<file path="config.mk">
export PLATFORM = sky130hd
export DESIGN_NAME = swm_cell
export DESIGN_NICKNAME = d
export VERILOG_FILES = /design/src/hw/rtl/swm_pkg.sv /design/src/hw/rtl/swm_cell.sv
export SDC_FILE = /design/constraint.sdc
export NUM_CORES = 1
export LEC_CHECK = 0
export BUFFER_PORTS_ARGS = -buffer_cell sky130_fd_sc_hd__buf_4
export CAP_MARGIN = 15
export CORE_MARGIN = 1
export CORE_UTILIZATION = 46
export DETAILED_ROUTE_END_ITERATION = 12
export GPL_ROUTABILITY_DRIVEN = 0
export PLACE_DENSITY_LB_ADDON = 0.3
export SYNTH_ARGS = -nofsm -noshare
export SYNTH_HDL_FRONTEND = slang
export SYNTH_SLANG_ARGS = --single-unit
</file>
<file path="constraint.sdc">
create_clock -name clk -period 4.5 [get_ports clk]
set_input_delay 0.225 -clock clk [delete_from_list [all_inputs] [get_ports clk]]
set_output_delay 0.225 -clock clk [all_outputs]
set_load 0.05 [all_outputs]
</file>
<file path="src/hw/rtl/swm_pkg.sv">
// ----------------------------------------------------------------------------
// swm_pkg
// Shared types and constants for the sliding window median filter.
// ----------------------------------------------------------------------------
package swm_pkg;

    localparam int SAMPLE_W = 32;
    localparam int CFG_W    = 7;

    typedef logic signed [SAMPLE_W-1:0] sample_t;

    // per-step control broadcast to every cell
    typedef struct packed {
        logic step;     // a word is taken this cycle
        logic remove;   // window is full: drop the oldest value
        logic s_ge_d;   // new sample >= oldest value
    } swm_ctrl_t;

endpackage

</file>
<file path="src/hw/rtl/swm_cell.sv">
// ----------------------------------------------------------------------------
// swm_cell
// One slot of the sorted chain. Inserts the new sample after equal values and
// removes the first copy of the oldest value using only neighbor data.
// ----------------------------------------------------------------------------
module swm_cell
(
    input  logic              clk,
    input  swm_pkg::swm_ctrl_t ctrl,
    input  logic              valid,
    input  logic              is_med,
    input  swm_pkg::sample_t  s,
    input  swm_pkg::sample_t  d,
    input  logic              left_lt,
    input  swm_pkg::sample_t  left_v,
    input  logic              left_vge,
    input  swm_pkg::sample_t  right_a,
    output logic              lt,
    output swm_pkg::sample_t  v,
    output logic              vge,
    output swm_pkg::sample_t  a,
    output swm_pkg::sample_t  med_part
);

    swm_pkg::sample_t v_reg;
    swm_pkg::sample_t v_next;
    logic             a_ge;

    assign v   = v_reg;
    assign lt  = valid && (v_reg <= s);
    assign vge = (v_reg >= d);

    // value after insertion: keep, take the sample, or take the left neighbor
    always_comb
    begin
        if (lt)
        begin
            a    = v_reg;
            a_ge = vge;
        end
        else if (left_lt)
        begin
            a    = s;
            a_ge = ctrl.s_ge_d;
        end
        else
        begin
            a    = left_v;
            a_ge = left_vge;
        end
    end

    // first slot >= oldest value is the one that leaves; later slots shift left
    always_comb
    begin
        if (ctrl.remove && a_ge)
            v_next = right_a;
        else
            v_next = a;
    end

    assign med_part = is_med ? a : '0;

    always_ff @(posedge clk)
    begin
        if (ctrl.step)
            v_reg <= v_next;
    end

endmodule

</file>
After elaboration in Yosys (flattened, before gate mapping)
Index checks and enable logic that the tools add are counted.
{"block": "op_classes", "magnitude_cmp": 2, "n_mux": 6, "n_reduce_logical": 2}
{"op": "2-to-1 mux 32 bit", "count": 4}
{"op": "greater-or-equal comparator 32 bit", "count": 1}
{"op": "<= comparator 32 bit", "count": 1}
{"op": "logical AND 1 bit", "count": 2}
{"op": "2-to-1 mux 1 bit", "count": 2}
{"block": "word_totals", "regBits": 32, "in_bits": 136, "out_inout_bits": 98, "word_cells": 11}

Depth between registers and ports, before layout
Gate-level depths: netlist of run 1.
{"block": "logic_depth", "ltp_word": 5, "mapped_depth": 11, "ltp_nobuf": 10}

Worst setup path before layout of run 1
No wires, ideal clock.
{"block": "synth_path", "kind": "register to register", "from": "reg v_reg[15], in the netlist v[15]", "to": "reg v_reg[21], in the netlist v[21], data pin", "setup_time_ns": 0.260, "t_arrival_ns": 4.591, "required_time_ns": 4.240, "setup_slack_ns": -0.351, "path_stages_with_launch": 10, "n_path_buf": 1, "period_less_slack_ns": 4.851, "path_cell_list": "edfxtp_1 ha_1 nand4_1 or3_1 a21oi_1 nor4_1 o311ai_0 o211a_4 buf_6 mux2_2"}
{"block": "synth_between", "elab_cells_between_ends": 7, "cone_classes": "2 x order compare; 3 x mux; 2 x reduce/logical"}
{"element": "from (decl)", "line_no": "swm_cell.sv:25", "source": "swm_pkg::sample_t v_reg;"}
{"element": "from (signal assigned)", "line_no": "swm_cell.sv:67", "source": "v_reg <= v_next;"}
{"element": "greater-or-equal comparator 32 bit", "line_no": "swm_cell.sv:31", "source": "assign vge = (v_reg >= d);"}
{"element": "net vge", "line_no": "swm_cell.sv:20", "source": "output logic vge,"}
{"element": "2-to-1 mux 1 bit", "line_no": "swm_cell.sv:36", "source": "if (lt)"}
{"element": "logical AND 1 bit", "line_no": "swm_cell.sv:56", "source": "if (ctrl.remove && a_ge)"}
{"element": "2-to-1 mux 32 bit", "line_no": "swm_cell.sv:56"}
{"element": "net v_next[21]", "line_no": "swm_cell.sv:26", "source": "swm_pkg::sample_t v_next;"}
The timed path passes the listed nets, and every way through them passes these cells.
A chain may end at the register's enable or synchronous reset.

Worst setup path after layout of run 1
{"block": "layout_path", "from": "reg v_reg[21], in the netlist v[21]", "to": "out med_part[5]"}
{"block": "layout_between", "elab_chain_len": 4}
{"element": "<= comparator 32 bit", "line_no": "swm_cell.sv:30", "source": "assign lt = valid && (v_reg <= s);"}
{"element": "logical AND 1 bit", "line_no": "swm_cell.sv:30"}
{"element": "2-to-1 mux 32 bit", "line_no": "swm_cell.sv:36"}
{"element": "2-to-1 mux 32 bit", "line_no": "swm_cell.sv:62", "source": "assign med_part = is_med ? a : '0;"}
{"element": "to (decl)", "line_no": "swm_cell.sv:22", "source": "output swm_pkg::sample_t med_part"}
Every way passes these cells.

==> flow_metrics.tcl, run 1 <==
set metrics [dict create \
    post-cts-setup-buffers 0 \
    cts_buffers 5 \
    cp-start-kind "flop" \
    port_buffers 233 \
    reg2reg_to "v[5]" \
    setup_ws_ps 700 \
    cts.path.max_buffers 2 \
    p_per_area_nw_per_um2 394 \
    grt_pass1_vias 3883 \
    antennaDiodeCount 0 \
    hold_slack_ps 242 \
    crit_path_top_delay_cell "edfxtp_1" \
    rsz0062_at_grt "no" \
    clk_pin_slew_ps 70 \
    clk_latency_ps 280 \
    fill_cells 682 \
    min_period_ps 3800 \
    grt_use_total 0.250 \
    grt_pass1_wl_um 17700 \
    r2r_slack_ps 740 \
    critPathMostFrequentCell "buf_4" \
    drive_above_1_share 0.522 \
    synth_edf_count 32 \
    multiInputGateArea_um2 2780 \
    async_flop_share 0 \
    cts_tree "yes" \
    ys_seq_area_frac 0.235 \
    worst_pin_slew_ps 524 \
    hold_depth 2 \
    finalSetupViolCount 0 \
    skew_ps 6.28 \
    layout_common_cells "buf_4 (235), mux2_2 (79), inv_1 (71)" \
    chipHeight_um 96.4 \
    max_freq_ghz 0.263 \
    wl_per_cell_um 16.3 \
    syn_area_per_cell_um2 9.82 \
    min_to "v[9]" \
    synthFlopType "edfxtp_1" \
    worstReg2RegStart "v[21]" \
    syn_inst 417 \
    drt-pass1-iter-count 4 \
    cp_top_family "compound AO/OA/AOI/OAI gates" \
    status "completed" \
    leakage_nw 3.10 \
    slew_headroom 0.651 \
    yosys.cell_types.count 37 \
    synthTopCellsByArea "edfxtp_1 (23%), mux2_2 (22%), ha_1 (20%)" \
    path_class "reg -> out" \
    place_ws_ps 752 \
    rows 34 \
    cts_resized 0 \
    syn_area_um2 4100 \
    ctsRootBufferMaster "clkbuf_8" \
    crit_path_cell_trace "ha_1 -> a21oi_1 -> o21ai_0 -> a221o_1 -> a211o_2 -> mux2i_2 -> a211oi_4 -> buf_4 -> mux2_2 -> and2_1 -> buf_4" \
    yosys.area.top_type "edfxtp_1" \
    place_hpwl_um 9970 \
    drv_cap 0 \
    ant_nets 0 \
    vias 3907 \
    min-delay-start "right_a[9]" \
    worstRegToRegCells 10 \
    vdd_drop_max_mv 0.328 \
    drt_iter0_drc 64 \
    die-width_um 96.4 \
    final-hold-violation-count 0 \
    hold_buffers 0 \
    period_share 0.845 \
    cts_sinks 32 \
    ys_warn_count 0 \
    synth_top_area_frac 0.235 \
    io_pins 234 \
    initial_core_util 0.472 \
    wl_um 12300 \
    maxSlewViolCount 0 \
    hold_class "in -> reg" \
    via_per_inst 5.17 \
    nets 846 \
    antenna_found_initial 0 \
    seqCellArea_um2 961 \
    largest_reg_flops 32 \
    slowest_delay_ps 450 \
    ys_ff_latch 32 \
    required_ps 4280 \
    syn_to_final_growth_pct 46.0 \
    cp.buffers_inverters 2 \
    dieArea_um2 9290 \
    end_kind "primary output" \
    drc 0 \
    grt-ovfl-total 0 \
    cp_max_fo 19 \
    core_um2 8680 \
    layout_commonest_cell "buf_4" \
    cts.htree.levels 2 \
    crit_arrival_ps 3580 \
    syn_nets 617 \
    setup_tns_ps 0 \
    grt_max_degree 34 \
]
[synthesized netlist by cell type, types with 7 or more instances]
master and count:
nand3_1 7, a21oi_1 26, edfxtp_1 32, nand2_1 18
ha_1 64, mux2_2 79, inv_1 71, nand4_1 11
mux2_4 12, and2_1 32, o21ai_0 9, clkbuf_1 7
[through the flow]
| stage | cells | utilization | cell area [µm²] | total power [mW] |
|---|---|---|---|---|
| global route | 755 | 0.689 | 5980 | 2.48 |
| CTS | 755 | 0.689 | 5980 | 2.37 |
| floorplan | 417 | - | 4100 | 1.65 |
| detailed placement | 747 | 0.680 | 5900 | 2.14 |
| global placement | 747 | 0.680 | 5900 | 2.11 |
| finish | 755 | 0.689 | 5980 | 2.36 |
[how the worst max path moves through the flow]
| stage | endpoint | startpoint | depth (start not counted) | slack [ps] |
|---|---|---|---|---|
| after floorplan | med_part[0] | v[30] | 10 | 130 |
| after global placement | v[6] | v[30] | 10 | 860 |
| after detailed placement | v[16] | v[21] | 10 | 750 |
| after CTS | med_part[15] | v[21] | 11 | 720 |
| after global routing | med_part[1] | v[30] | 11 | 580 |
| final | med_part[5] | v[21] | 11 | 700 |
[report_power, final]
part           switching, mW  leakage [nW]  total (mW)  internal [mW]
Clock                  0.113        0.0399       0.221          0.108
Sequential            0.0599         0.313       0.468          0.408
Combinational           1.03          2.74        1.67          0.633
[worst reg2reg max path, cell delays in order (launching register included)]
cell	delay (ps)
edfxtp_1	450
ha_1	320
a21oi_1	140
o21ai_0	130
a221o_1	340
a211o_2	350
mux2i_2	180
a211oi_4	260
buf_4	360
o211a_4	570
mux2_2	420
[area by class of cell]
| cell class | count | share of cell area |
|---|---|---|
| Multi-Input combinational cell | 301 | 0.464 |
| Timing Repair Buffer | 235 | 0.295 |
| Sequential cell | 32 | 0.161 |
| Inverter | 71 | 0.0446 |
| Tap cell | 108 | 0.0226 |
| Clock buffer | 7 | 0.0128 |
| Clock inverter | 1 | 0.000627 |
[cells by family (layout without fill, tap and decap cells)]
logic type	count (synthesis)	in the layout	synth area share
flops	32	32	0.235
compound gates	54	54	0.0867
simple gates	85	85	0.115
buf+inv	84	314	0.0880
fa+ha+maj	64	64	0.195
mux	98	98	0.280
[routing by layer]
layer | share of wire | GRT usage | up-vias | wire length, µm
li1 | - | - | 1943 | -
met1 | 0.41 | 0.285 | 1797 | 5050
met2 | 0.51 | 0.481 | 157 | 6270
met3 | 0.069 | 0.0434 | 10 | 854
met4 | 0.011 | 0.0576 | 0 | 139
met5 | 0 | 0 | - | 0
Note: power is estimated with default switching activity, not from simulation.
==> run 2: changes to the inputs <==
==> constraint.sdc (replaced) <==
create_clock -name clk -period 3.9 [get_ports clk]
set_input_delay 0.195 -clock clk [delete_from_list [all_inputs] [get_ports clk]]
set_output_delay 0.195 -clock clk [all_outputs]
set_load 0.05 [all_outputs]
==> flow_metrics.tcl, run 2 (synthesis results as in run 1) <==
set metrics [dict create \
    status "completed" \
    min_period_ps 3720 \
    grt_max_degree 34 \
    setup_tns_ps 0 \
    min_to "v[10]" \
    final-hold-violation-count 0 \
    leakage_nw 3.11 \
    initial_core_util 0.472 \
    wl_um 12400 \
    max_freq_ghz 0.269 \
    core_um2 8680 \
    nets 848 \
    period_share 0.955 \
    seqCellArea_um2 961 \
    chipHeight_um 96.4 \
    worstReg2RegStart "v[31]" \
    port_buffers 233 \
    clk_latency_ps 290 \
    crit_arrival_ps 3530 \
    grt_use_total 0.252 \
    multiInputGateArea_um2 2800 \
    dp.cells 749 \
    skew_ps 7.76 \
    layout_common_cells "buf_4 (235), mux2_2 (79), inv_1 (71)" \
    grt-ovfl-total 0 \
    slew_headroom 0.615 \
    ant_nets 0 \
    io_pins 234 \
    cp-start-kind "flop" \
    cts.htree.levels 2 \
    grt_pass1_vias 3878 \
    drc 0 \
    syn_to_final_growth_pct 47.3 \
    fill_cells 673 \
    p_per_area_nw_per_um2 456 \
    worstRegToRegCells 9 \
    cts_tree "yes" \
    cts.path.max_buffers 2 \
    hold_buffers 0 \
    clk_pin_slew_ps 70 \
    hold_depth 2 \
    wl_per_cell_um 16.3 \
    setup_ws_ps 176 \
    rows 34 \
    min-delay-start "right_a[10]" \
    place_ws_ps 284 \
    worst_pin_slew_ps 572 \
    cts_sinks 32 \
    vdd_drop_max_mv 0.255 \
    drive_above_1_share 0.529 \
    reg2reg_to "v[8]" \
    drt-pass1-iter-count 4 \
    die-width_um 96.4 \
    grt_pass1_wl_um 17900 \
    end_kind "primary output" \
    rsz0062_at_grt "no" \
    largest_reg_flops 32 \
    r2r_slack_ps 450 \
    maxSlewViolCount 0 \
    finalSetupViolCount 0 \
    fin_cells 757 \
    place_hpwl_um 10000 \
    antenna_found_initial 0 \
    via_per_inst 5.22 \
    drv_cap 0 \
    antennaDiodeCount 0 \
    path_class "reg -> out" \
    cts_buffers 5 \
    cp_max_fo 12 \
    dieArea_um2 9290 \
    ctsRootBufferMaster "clkbuf_8" \
    drt_iter0_drc 92 \
    required_ps 3700 \
    layout_commonest_cell "buf_4" \
    vias 3949 \
    hold_class "in -> reg" \
]
[run 2: changes by cell type in the layout (fill, tap and decap cells not counted)]
cell / delta
o311ai_2: +1
mux2i_1: -1
mux2i_4: +1
buf_12: +1
ha_2: +1
ha_1: -1
o311ai_1: -1
buf_6: +1
[run 2: layout make-up]
class                      count  share of cell area
inverter                      71              0.0442
timing repair buffer         237               0.297
clock buffer                   7              0.0126
clock inverter                 1            0.000622
tap                          108              0.0224
multi-input combinational    301               0.464
sequential                    32               0.159
[run 2: timing repair]
action | in CTS | in global routing
pin swaps | 0 | 1
resized for setup | 1 | 4
setup endpoints to repair | 14 | 24
setup buffers | 0 | 0
[run 2: report_power, final]
group	switching (mW)	internal, mW
clock	0.137	0.125
combinational	1.20	0.750
sequential	0.0722	0.471
total	1.41	1.34
[run 2: per-stage QoR]
step / instance area [µm²] / power, mW / utilization / hold slack (ps)
6_report: 6040 / 2.75 / 0.696 / 195
5_1_grt: 6040 / 2.91 / 0.696 / 188
4_1_cts: 6020 / 2.76 / 0.694 / 190
3_5_place_dp: 5940 / 2.49 / 0.684 / 491
3_3_place_gp: 5940 / 2.45 / 0.684 / 482
2_1_floorplan: 4120 / 1.92 / - / 307
[run 2: how the worst max path moves through the flow]
stage	startpoint	end	slack (ps)	cells past startpoint
after detailed placement	v[31]	med_part[4]	280	11
after global routing	v[30]	med_part[23]	20	11
after global placement	v[31]	med_part[23]	350	11
after floorplan	v[30]	med_part[0]	60	10
after CTS	v[31]	med_part[4]	40	11
final	v[30]	med_part[11]	180	11
[run 2: critical path, stage by stage (launching register included)]
cell and delay [ps]:
edfxtp_1 450, ha_1 340, a21oi_1 150, nand2_1 100, a221o_1 350, a211o_2 350, mux2i_2 180, a211oi_4 350
buf_6 250, mux2_2 380, and2_1 160, buf_4 180
[run 2: per-layer routing]
metal,share of wire,track usage
met3,0.062,0.0403
met4,0.015,0.0576
met2,0.53,0.493
met1,0.39,0.281
met5,0,0
==> run 3: changes to the inputs <==
==> constraint.sdc (replaced) <==
create_clock -name clk -period 3.7 [get_ports clk]
set_input_delay 0.185 -clock clk [delete_from_list [all_inputs] [get_ports clk]]
set_output_delay 0.185 -clock clk [all_outputs]
set_load 0.05 [all_outputs]
==> flow_metrics.tcl, run 3 (synthesis results as in run 1) <==
set metrics [dict create \
    cts_tree "yes" \
    crit_path_cell_trace "ha_1 -> nand4_1 -> nor2_1 -> a221o_1 -> a211o_2 -> mux2i_2 -> a211oi_4 -> buf_6 -> buf_4 -> mux2_2 -> and2_1 -> buf_4" \
    port_buffers 233 \
    status "completed" \
    largest_reg_flops 32 \
    ant_nets 0 \
    grt_pass1_vias 3909 \
    p_per_area_nw_per_um2 480 \
    max_freq_ghz 0.277 \
    grt_use_total 0.258 \
    drt-pass1-iter-count 5 \
    hold_class "in -> reg" \
    rows 34 \
    vias 4072 \
    layout_common_cells "buf_4 (247), mux2_2 (78), inv_1 (71)" \
    syn_to_final_growth_pct 53.8 \
    skew_ps 8.12 \
    dp.cells 751 \
    wl_per_cell_um 16.6 \
    cts.htree.levels 2 \
    min-delay-start "right_a[10]" \
    fill_cells 645 \
    fin_cells 773 \
    place_hpwl_um 10100 \
    wl_met3_um 938 \
    grt_max_degree 34 \
    worstReg2RegStart "v[26]" \
    chipHeight_um 96.4 \
    cp-start-kind "flop" \
    cp_top_family "compound AO/OA/AOI/OAI gates" \
    clk_pin_slew_ps 70 \
    clk_latency_ps 290 \
    crit_path_top_delay_cell "edfxtp_1" \
    hold_depth 2 \
    dieArea_um2 9290 \
    io_pins 234 \
    cp.buffers_inverters 3 \
    die-width_um 96.4 \
    crit_arrival_ps 3420 \
    wl_met2_um 6700 \
    min_to "v[10]" \
    drc 0 \
    reg2reg_to "v[14]" \
    drive_above_1_share 0.553 \
    cts_sinks 32 \
    core_um2 8680 \
    wl_um 12800 \
    cts.path.max_buffers 2 \
    hold_buffers 0 \
    path_class "reg -> out" \
    maxSlewViolCount 0 \
    hold_slack_ps 191 \
    slowest_delay_ps 450 \
    grt-ovfl-total 0 \
    leakage_nw 3.23 \
    cp_max_fo 5 \
    highest_layer "met4" \
    nets 864 \
    grt_pass1_wl_um 18300 \
    period_share 0.974 \
    initial_core_util 0.472 \
    antennaDiodeCount 0 \
    end_kind "primary output" \
    cts_buffers 5 \
    antenna_found_initial 0 \
    worst_pin_slew_ps 484 \
    vdd_drop_max_mv 0.305 \
    layout_commonest_cell "buf_4" \
    via_per_inst 5.27 \
    slew_headroom 0.674 \
    drt_iter0_drc 94 \
    r2r_slack_ps 240 \
    p_total_mw 3.02 \
    critPathMostFrequentCell "buf_4" \
    drv_cap 0 \
    worstRegToRegCells 12 \
    required_ps 3510 \
    final-hold-violation-count 0 \
    finalSetupViolCount 0 \
    ctsRootBufferMaster "clkbuf_8" \
    min_period_ps 3600 \
    wl_met1_um 5060 \
]
## run 3: final cells by class
class / count / area [µm²] / area share
sequential: 32 / 961 / 0.153
inverter: 71 / 267 / 0.0423
clock buffer: 7 / 76.3 / 0.0121
timing repair buffer: 253 / 1980 / 0.314
clock inverter: 1 / 3.75 / 0.000596
multi-input combinational: 301 / 2880 / 0.457
tap: 108 / 135 / 0.0214
## run 3: worst register-to-register path: stages (launching register included)
cell      delay [ps]
edfxtp_1         450
ha_1             350
nand4_1          150
nor2_1            60
a221o_1          300
a211o_2          340
mux2i_2          190
a211oi_4         280
buf_6            160
buf_4            110
o211a_4          310
buf_12           180
mux2_2           340
## run 3: how the worst max path moves through the flow
stage,slack (ps),start,cells past startpoint,end
final,100,v[26],12,med_part[22]
after global routing,-30,v[26],12,med_part[22]
after CTS,10,v[30],12,med_part[31]
after detailed placement,170,v[23],11,med_part[31]
after global placement,240,v[21],11,med_part[31]
after floorplan,-10,v[30],10,med_part[23]
## run 3: what timing repair did
| item | 4_1_cts | 5_1_grt |
|---|---|---|
| gates cloned | 1 | 0 |
| pin swaps | 1 | 2 |
| endpoints found under the hold margin | 0 | 0 |
| setup endpoints to repair | 33 | 32 |
| setup buffers | 4 | 9 |
| resized for setup | 2 | 13 |
## run 3: per-stage QoR
stage | utilization | instance area, µm² | TNS, ps | setup WS [ps]
2_1_floorplan | - | 4120 | -35.5 | -9.81
3_3_place_gp | 0.690 | 5990 | 0 | 235
4_1_cts | 0.707 | 6140 | 0 | 11.2
5_1_grt | 0.726 | 6300 | -219 | -29.9
6_report | 0.726 | 6300 | 0 | 95.7
3_5_place_dp | 0.690 | 5990 | 0 | 175
## run 3: power breakdown
part / switching [mW] / internal [mW] / leakage (nW)
Clock: 0.138 / 0.131 / 0.0399
Sequential: 0.0735 / 0.496 / 0.313
Combinational: 1.30 / 0.886 / 2.87
## run 3: routing by layer
layer  track usage  vias up
met3        0.0466       16
met2         0.493      169
met4        0.0662        0
met1         0.293     1905
li1              -     1982
met5             0        -
